### src/rtl/mrpt_pkg.sv
package mrpt_pkg;

   // Table geometry
   localparam int TABLE_DEPTH = 64;
   localparam int IDX_W       = $clog2(TABLE_DEPTH);
   localparam int CNT_W       = $clog2(TABLE_DEPTH + 1);

   // Field widths
   localparam int ADDR_W = 64;
   localparam int PERM_W = 3;
   localparam int CMD_W  = 2;

   // Request command codes
   localparam logic [CMD_W-1:0] CMD_CLEAR  = 2'd0;
   localparam logic [CMD_W-1:0] CMD_APPEND = 2'd1;
   localparam logic [CMD_W-1:0] CMD_QUERY  = 2'd2;
   localparam logic [CMD_W-1:0] CMD_NOP    = 2'd3;

   // Permission masks
   localparam logic [PERM_W-1:0] PERM_READ = 3'b001;
   localparam logic [PERM_W-1:0] PERM_RW   = 3'b011;

   // One stored region
   typedef struct packed {
      logic [ADDR_W-1:0] start;
      logic [ADDR_W-1:0] len;
      logic [PERM_W-1:0] perm;
   } entry_type;

   // Controller to datapath
   typedef struct packed {
      logic req_load;    // latch request fields, clear result
      logic cnt_clear;   // empty the table
      logic rd_last;     // read the last entry
      logic rd_first;    // read entry 0, restart scan
      logic rd_next;     // read the next entry, advance scan
      logic app_write;   // merge or add an entry
      logic q_capture;   // hold the selected entry
      logic q_finish;    // form the query result
      logic out_load;    // move result to the output register
   } ctrl_cmd_type;

   // Datapath to controller
   typedef struct packed {
      logic cnt_zero;
      logic scan_stop;
      logic scan_last;
      logic out_free;
   } dp_status_type;

endpackage

### src/rtl/mrpt_ctrl.sv
module mrpt_ctrl (
   input  logic                        clock,
   input  logic                        reset,
   input  logic                        req_valid,
   input  logic [mrpt_pkg::CMD_W-1:0]  req_command,
   input  logic                        req_unmapped,
   output logic                        req_ready,
   input  mrpt_pkg::dp_status_type     status,
   output mrpt_pkg::ctrl_cmd_type      cmd
);

   localparam logic [2:0] S_IDLE   = 3'd0;
   localparam logic [2:0] S_A_EVAL = 3'd1;
   localparam logic [2:0] S_Q_SCAN = 3'd2;
   localparam logic [2:0] S_Q_FIN  = 3'd3;
   localparam logic [2:0] S_DONE   = 3'd4;

   logic [2:0] state_ff;
   logic [2:0] state_in;

   // Sequence one request at a time
   always_comb begin
      state_in  = state_ff;
      cmd       = '0;
      req_ready = 1'b0;
      case (state_ff)
         S_IDLE: begin
            req_ready = 1'b1;
            if (req_valid) begin
               cmd.req_load = 1'b1;
               case (req_command)
                  mrpt_pkg::CMD_CLEAR: begin
                     cmd.cnt_clear = 1'b1;
                     state_in      = S_DONE;
                  end
                  mrpt_pkg::CMD_APPEND: begin
                     if (req_unmapped) begin
                        state_in = S_DONE;
                     end else begin
                        cmd.rd_last = 1'b1;
                        state_in    = S_A_EVAL;
                     end
                  end
                  mrpt_pkg::CMD_QUERY: begin
                     if (status.cnt_zero) begin
                        state_in = S_DONE;
                     end else begin
                        cmd.rd_first = 1'b1;
                        state_in     = S_Q_SCAN;
                     end
                  end
                  default: begin
                     state_in = S_DONE;
                  end
               endcase
            end
         end
         S_A_EVAL: begin
            cmd.app_write = 1'b1;
            state_in      = S_DONE;
         end
         S_Q_SCAN: begin
            if (status.scan_stop) begin
               cmd.q_capture = 1'b1;
               state_in      = S_Q_FIN;
            end else if (status.scan_last) begin
               state_in = S_DONE;
            end else begin
               cmd.rd_next = 1'b1;
            end
         end
         S_Q_FIN: begin
            cmd.q_finish = 1'b1;
            state_in     = S_DONE;
         end
         S_DONE: begin
            if (status.out_free) begin
               cmd.out_load = 1'b1;
               state_in     = S_IDLE;
            end
         end
         default: begin
            state_in = S_IDLE;
         end
      endcase
   end

   always_ff @(posedge clock) begin
      if (reset) begin
         state_ff <= S_IDLE;
      end else begin
         state_ff <= state_in;
      end
   end

endmodule

### config.mk
export PLATFORM = sky130hd
export DESIGN_NAME = mrpt_ctrl
export DESIGN_NICKNAME = d
export VERILOG_FILES = /design/src/rtl/mrpt_pkg.sv /design/src/rtl/mrpt_ctrl.sv
export SDC_FILE = /design/constraint.sdc
export NUM_CORES = 1
export LEC_CHECK = 0
export BUFFER_PORTS_ARGS = -buffer_cell sky130_fd_sc_hd__buf_4
export CORE_AREA = 2 2 39 41
export DETAILED_ROUTE_END_ITERATION = 6
export DIE_AREA = 0 0 41 43
export HOLD_SLACK_MARGIN = 0.06
export PLACE_DENSITY_LB_ADDON = 0.05
export SETUP_SLACK_MARGIN = 0.02
export SLEW_MARGIN = 15
export SYNTH_ARGS = -nofsm -noshare
export SYNTH_HDL_FRONTEND = slang
export SYNTH_SLANG_ARGS = --single-unit
export TNS_END_PERCENT = 1
### constraint.sdc
create_clock -name clock -period 1.6 [get_ports clock]
set_clock_uncertainty 0.15 [all_clocks]
set_input_delay 0.16 -clock clock [delete_from_list [all_inputs] [get_ports clock]]
set_output_delay 0.16 -clock clock [all_outputs]
set_load 0.01 [all_outputs]
==> results.tsv, run 1 <==
metric	value	unit
endpoints failing setup	0	
max-slew violations	0	
critical path class	flop to output port	
grt total ovfl	0	
RSZ-0062 raised after global routing	yes	
post-synthesis adder-cell area fraction	11.4	%
core outline area	1380	sq um
largest registers	state_ff: 3 flops	
Int Pwr	0.000236	W
Sw Share	28.8	%
Mapped Avg Cell Area	8.44	sq um
Die Ht	43	um
Chip Width	41	um
number of synthesized register bits	3	
power per cell area	567	nW/um^2
detail-routed via count per cell	4.88	
ys flop type	dfxtp_1	
Worst Hold Depth	3	
hold path endpoint	state_ff[1]	
CP startpoint	state_ff[2]	
max_slew headroom	82.8	%
Port Buffers	19	
Routed Antenna Nets	0	
P&R area growth vs syn	77.2	%
post-DP HPWL	754	um
fin util	42.1	%
XOR/XNOR Fraction of Synth Area	0	%
Synth top cells by count	inv_1 (6), nor2_1 (4), nor3b_1 (4), dfxtp_1 (3), ha_1 (3)	
worst skew pair latency	0.23	ns
CP Capture Type	output port	
leading post-synthesis cells by cell area	dfxtp_1 (18%), ha_1 (11%), nor3b_1 (9.1%), inv_1 (6.8%), o311ai_2 (4.9%)	
Initial Util	23.8	%
post-synthesis mux area share	0	%
detailed-route via count	395	
Finished Cell Area	583	sq um
Post-synth EDFFs	0	
WL/cell	11.5	um
CTS Sinks	3	
CTS buffer count	3	
largest family of logic cells by synthesized area	simple AND/OR/NAND/NOR gates	
WP data arrival	1.28	ns
hold_sp	reset	
Sw Pwr	0.0000951	W
Reg-to-Reg End	state_ff[2]	
share of post-route cells with drive strength above 1	61.5	%
Diodes inserted	0	
Distinct cells, synth	23	
most frequent cell after synthesis	inv_1	
sequential group share of total power	26.1	%
Worst-path clk slew	0.04	ns
R2R cell count	3	
crit-path max FO	8	
Pre-antenna DRT Iters	2	
row cnt	14	
Cell Area, Placed	504	sq um
leakage	0.298	nW
Final #Nets	79	
post-synthesis simple-gate area fraction	37.3	%
Netlist Area Pre-Place	329	sq um
CTS root buf	clkbuf_4	
fraction of the mapped netlist area in compound gates	24.0	%
vias in the first global route	358	
initial antenna violation count	0	
Synthesis Warnings	0	
max reg flops	3	
FFs w/ async S/R, synth	0	%
Seq/Total Area, Yosys	18.3	%
first-pass GRT wire length	1.41	mm
H-tree Lvls	1	
critical path required time	1.29	ns
Synth area leader	dfxtp_1	
outcome	finished, final reports clean	
I/O Pins	20	
R2R setup slack	0.15	ns
post-synth top area share	18.3	%
Mapped Cells	39	
Final Hold Viols	0	
GPL Wtd Cong	0.630	
clock tree buffer depth	2	
Post-Syn Nets	52	
DRC Markers	0	
Max-Cap Viols	0	
FMAX	0.628	GHz
Die ar.	1760	sq um
Clock Power Share	39.1	%
GR Util All Layers	11.2	%
TritonCTS clock tree	built	
maximum vdd ir drop	0.215	mV
Iter 0 DRT Violations	2	
Gate power share	34.8	%
crit path time final	1.59	ns
RR Startpoint	state_ff[2]	
largest net degree at the start of global routing	9	
period utilisation layout	99.6	%
Startpoint Class	flop	
Hold Path Class	input port to flop	
Worst-Margin Slew	0.258	ns
Post-Route WL	934	um
Biggest register	state_ff	
==> metrics by stage <==
step                      instances  hold WS, ns  total power (W)  setup TNS, ns  worst slack [ns]
final                            81       0.0939         0.000331              0           0.00715
after global routing             81        0.112         0.000351        -0.0503           -0.0300
after CTS                        81       0.0935         0.000333       -0.00928          -0.00928
after detailed placement         75        0.330         0.000192              0            0.0486
after global placement           75        0.336         0.000193              0            0.0385
after floorplan                  39        0.174         0.000137              0             0.121
==> cells by family after synthesis <==
| logic type | count (synthesis) |
|---|---|
| and+or+nand+nor | 18 |
| AOI/OAI and AO/OA | 8 |
| buffers and inverters | 7 |
| adders and majority gates | 3 |
| DFF | 3 |
==> worst max-delay path by stage <==
stage,to,slack [ns],cells past startpoint
detailed placement,state_ff[2],0.05,3
CTS,cmd[4],-0.009,3
finish,cmd[4],0.007,3
global route,cmd[4],-0.03,3
floorplan,state_ff[2],0.12,4
global placement,cmd[6],0.04,4
==> cell type report <==
| type | count | area, sq um |
|---|---|---|
| fillers | 150 | 801 |
| multi-input cells | 29 | 269 |
| repair buffers | 23 | 176 |
| flip-flops and latches | 3 | 68.8 |
| clock buffers | 4 | 26.3 |
| inverters | 6 | 22.5 |
| well taps | 16 | 20.0 |
==> worst max-delay path, cell delays in order (launching register included) <==
cell     delay (ns)
dfxtp_4        0.37
or3b_4         0.42
nor3_4         0.14
buf_6          0.12
==> metal layers <==
layer	track usage [%]	vias up	share of wire, %
met5	0	-	0
met4	4.00	0	0
met3	0.524	0	7.2
met2	20.3	15	52
met1	12.9	183	40
li1	-	197	-
==> repair_timing <==
action | in CTS | in global routing
setup buffers | 2 | 0
setup endpoints to repair | 5 | 3
hold buffers | 0 | 0
pin swaps | 1 | 0
gates resized for setup | 8 | 3
hold endpoints to repair | 0 | 0
==> power by group through the flow <==
stage | Clock [W] | Combinational (W) | Sequential [W]
finish | 0.000129 | 0.000115 | 0.0000863
global route | 0.000137 | 0.000127 | 0.0000871
CTS | 0.000133 | 0.000114 | 0.0000862
detailed placement | 0 | 0.000104 | 0.0000873
global placement | 0 | 0.000106 | 0.0000873
floorplan | 0 | 0.0000548 | 0.0000824
==> placed cells by master (no fill, tap or decap), types with 2 or more instances in the layout <==
| master | Yosys | final |
|---|---|---|
| nor3_4 | 0 | 2 |
| inv_1 | 6 | 6 |
| clkbuf_4 | 0 | 3 |
| nor3b_1 | 4 | 2 |
| buf_4 | 1 | 22 |
| a22oi_1 | 2 | 2 |
| ha_1 | 3 | 3 |
| nor2_1 | 4 | 4 |
| dfxtp_4 | 0 | 2 |
| nor3b_2 | 0 | 2 |
No activity file was read; power rests on OpenSTA's default activity.
==> run 2: changes to the inputs <==
- CELL_PAD_IN_SITES_DETAIL_PLACEMENT: default -> 0
- CELL_PAD_IN_SITES_GLOBAL_PLACEMENT: default -> 1
==> run 2 against run 1 <==
Net effect:
- sequential share of layout area decreased by 0.58 points
- clock-buffer cell count unchanged
- critical path depth unchanged
- setup slack improved by 0.0028 ns
- core utilization increased by 2.2 points
- total power increased by 5.4%
- global-route usage increased by 2.7 points
- hold slack got worse by 0.022 ns
==> results.tsv, run 2 (synthesis results as in run 1) <==
metric	value	unit
Max-Cap Viols	0	
fin util	44.3	%
GRT busiest layer	met2	
slowest CP cell	or3b_4	
detailed-route via count	414	
met2 usage in global routing	25.0	%
CP Capture Type	output port	
worst skew pair latency	0.24	ns
Biggest register	state_ff	
share of post-route cells with drive strength above 1	64.2	%
core outline area	1380	sq um
stages on the worst setup path	3	
Final #Nets	81	
# hold bufs at CTS	0	
crit-path max FO	4	
CTS root buf	clkbuf_4	
Chip Width	41	um
Final Hold Viols	0	
P&R area growth vs syn	86.3	%
RSZ-0062 raised after global routing	yes	
most frequent cells in the layout	buf_4 (24), inv_1 (6), nor2_1 (4), ha_1 (3), clkbuf_4 (3)	
largest registers	state_ff: 3 flops	
I/O Pins	20	
Post-Route WL	1.12	mm
critical path class	flop to output port	
power per cell area	569	nW/um^2
maximum vdd ir drop	0.302	mV
WP data arrival	1.28	ns
crit path time final	1.59	ns
Iter 0 DRT Violations	0	
leakage	0.311	nW
end of the critical path	cmd[4]	
max-slew violations	0	
grt total ovfl	0	
Startpoint Class	flop	
initial antenna violation count	0	
worst path buffer plus inverter count	1	
Finished Cell Area	613	sq um
critical path required time	1.29	ns
M3 GR Usage	2.09	%
CP max stage delay	0.40	ns
CTS buffer count	3	
Worst-path clk slew	0.04	ns
CP delay by family, top	simple AND/OR/NAND/NOR gates	
Diodes inserted	0	
Hold Path Class	input port to flop	
TritonCTS clock tree	built	
row cnt	14	
WL/cell	13.5	um
first-pass GRT wire length	1.66	mm
most common cell after layout, fill and taps aside	buf_4	
largest net degree at the start of global routing	9	
CTS Sinks	3	
Reg-to-Reg End	state_ff[2]	
period utilisation layout	99.4	%
max_slew headroom	73.4	%
vias in the first global route	382	
max reg flops	3	
Port Buffers	19	
R2R setup slack	0.03	ns
Initial Util	23.8	%
Die Ht	43	um
Pre-antenna DRT Iters	1	
Worst-Margin Slew	0.397	ns
hold_sp	reset	
R2R cell count	4	
Routed Antenna Nets	0	
crit-path cells	or3b_4, nor3_4, buf_6	
outcome	finished, final reports clean	
clock tree buffer depth	2	
TNS Setup	0	ns
post-DP HPWL	812	um
GPL Wtd Cong	0.726	
Die ar.	1760	sq um
FMAX	0.629	GHz
detail-routed via count per cell	4.99	
endpoints failing setup	0	
CP startpoint	state_ff[1]	
DRC Markers	0	
Cell Area, Placed	504	sq um
GR Util All Layers	14.0	%
met1 Resource Use GR	14.8	%
H-tree Lvls	1	
RR Startpoint	state_ff[1]	
## run 2: changes by cell type in the layout (fill, tap and decap cells not counted), sizes merged
cell,before,now
buf,23,25
## run 2: per-layer routing
layer  vias to the layer above  part of all wire [%]
met4                         0                   1.4
met5                         -                     0
met2                        18                    52
met3                         2                   7.7
li1                        205                     -
met1                       189                    39
## run 2: area by class of cell
cell class	instances	area (sq um)
Multi-Input combinational cell	29	284
Clock buffer	4	26.3
Inverter	6	22.5
Fill cell	137	771
Tap cell	16	20.0
Timing Repair Buffer	25	191
Sequential cell	3	68.8
## run 2: worst register-to-register path, cell delays in order (launching register included)
cell	delay, ns
dfxtp_4	0.36
or3b_4	0.40
buf_4	0.15
o311ai_4	0.24
a22oi_2	0.12
## run 2: how the worst min path moves through the flow
stage,endpoint,cells past startpoint,slack (ns)
after floorplan,state_ff[1],2,0.17
after global placement,state_ff[1],3,0.33
after detailed placement,state_ff[1],3,0.32
after CTS,state_ff[1],3,0.07
after global routing,state_ff[1],3,0.09
final,state_ff[1],3,0.07
## run 2: what timing repair did
action / 4_1_cts / 5_1_grt
pin swaps: 1 / 3
endpoints found under the setup margin: 5 / 6
gates cloned: 0 / 0
gates resized for setup: 9 / 4
buffers inserted: 3 / 1
## run 2: stage by stage
| stage | hold WS, ns | cells | worst slack, ns | total power (W) |
|---|---|---|---|---|
| floorplan | 0.174 | 39 | 0.121 | 0.000137 |
| global placement | 0.334 | 75 | 0.0913 | 0.000191 |
| detailed placement | 0.322 | 75 | 0.0201 | 0.000192 |
| CTS | 0.0710 | 82 | 0.00343 | 0.000340 |
| global route | 0.0934 | 83 | -0.0533 | 0.000368 |
| finish | 0.0722 | 83 | 0.00993 | 0.000349 |
## run 2: where the power goes
group | switching [W] | internal (W)
combinational | 0.0000592 | 0.0000678
clock | 0.0000454 | 0.0000938
sequential | 0.00000597 | 0.0000765
total | 0.000111 | 0.000238
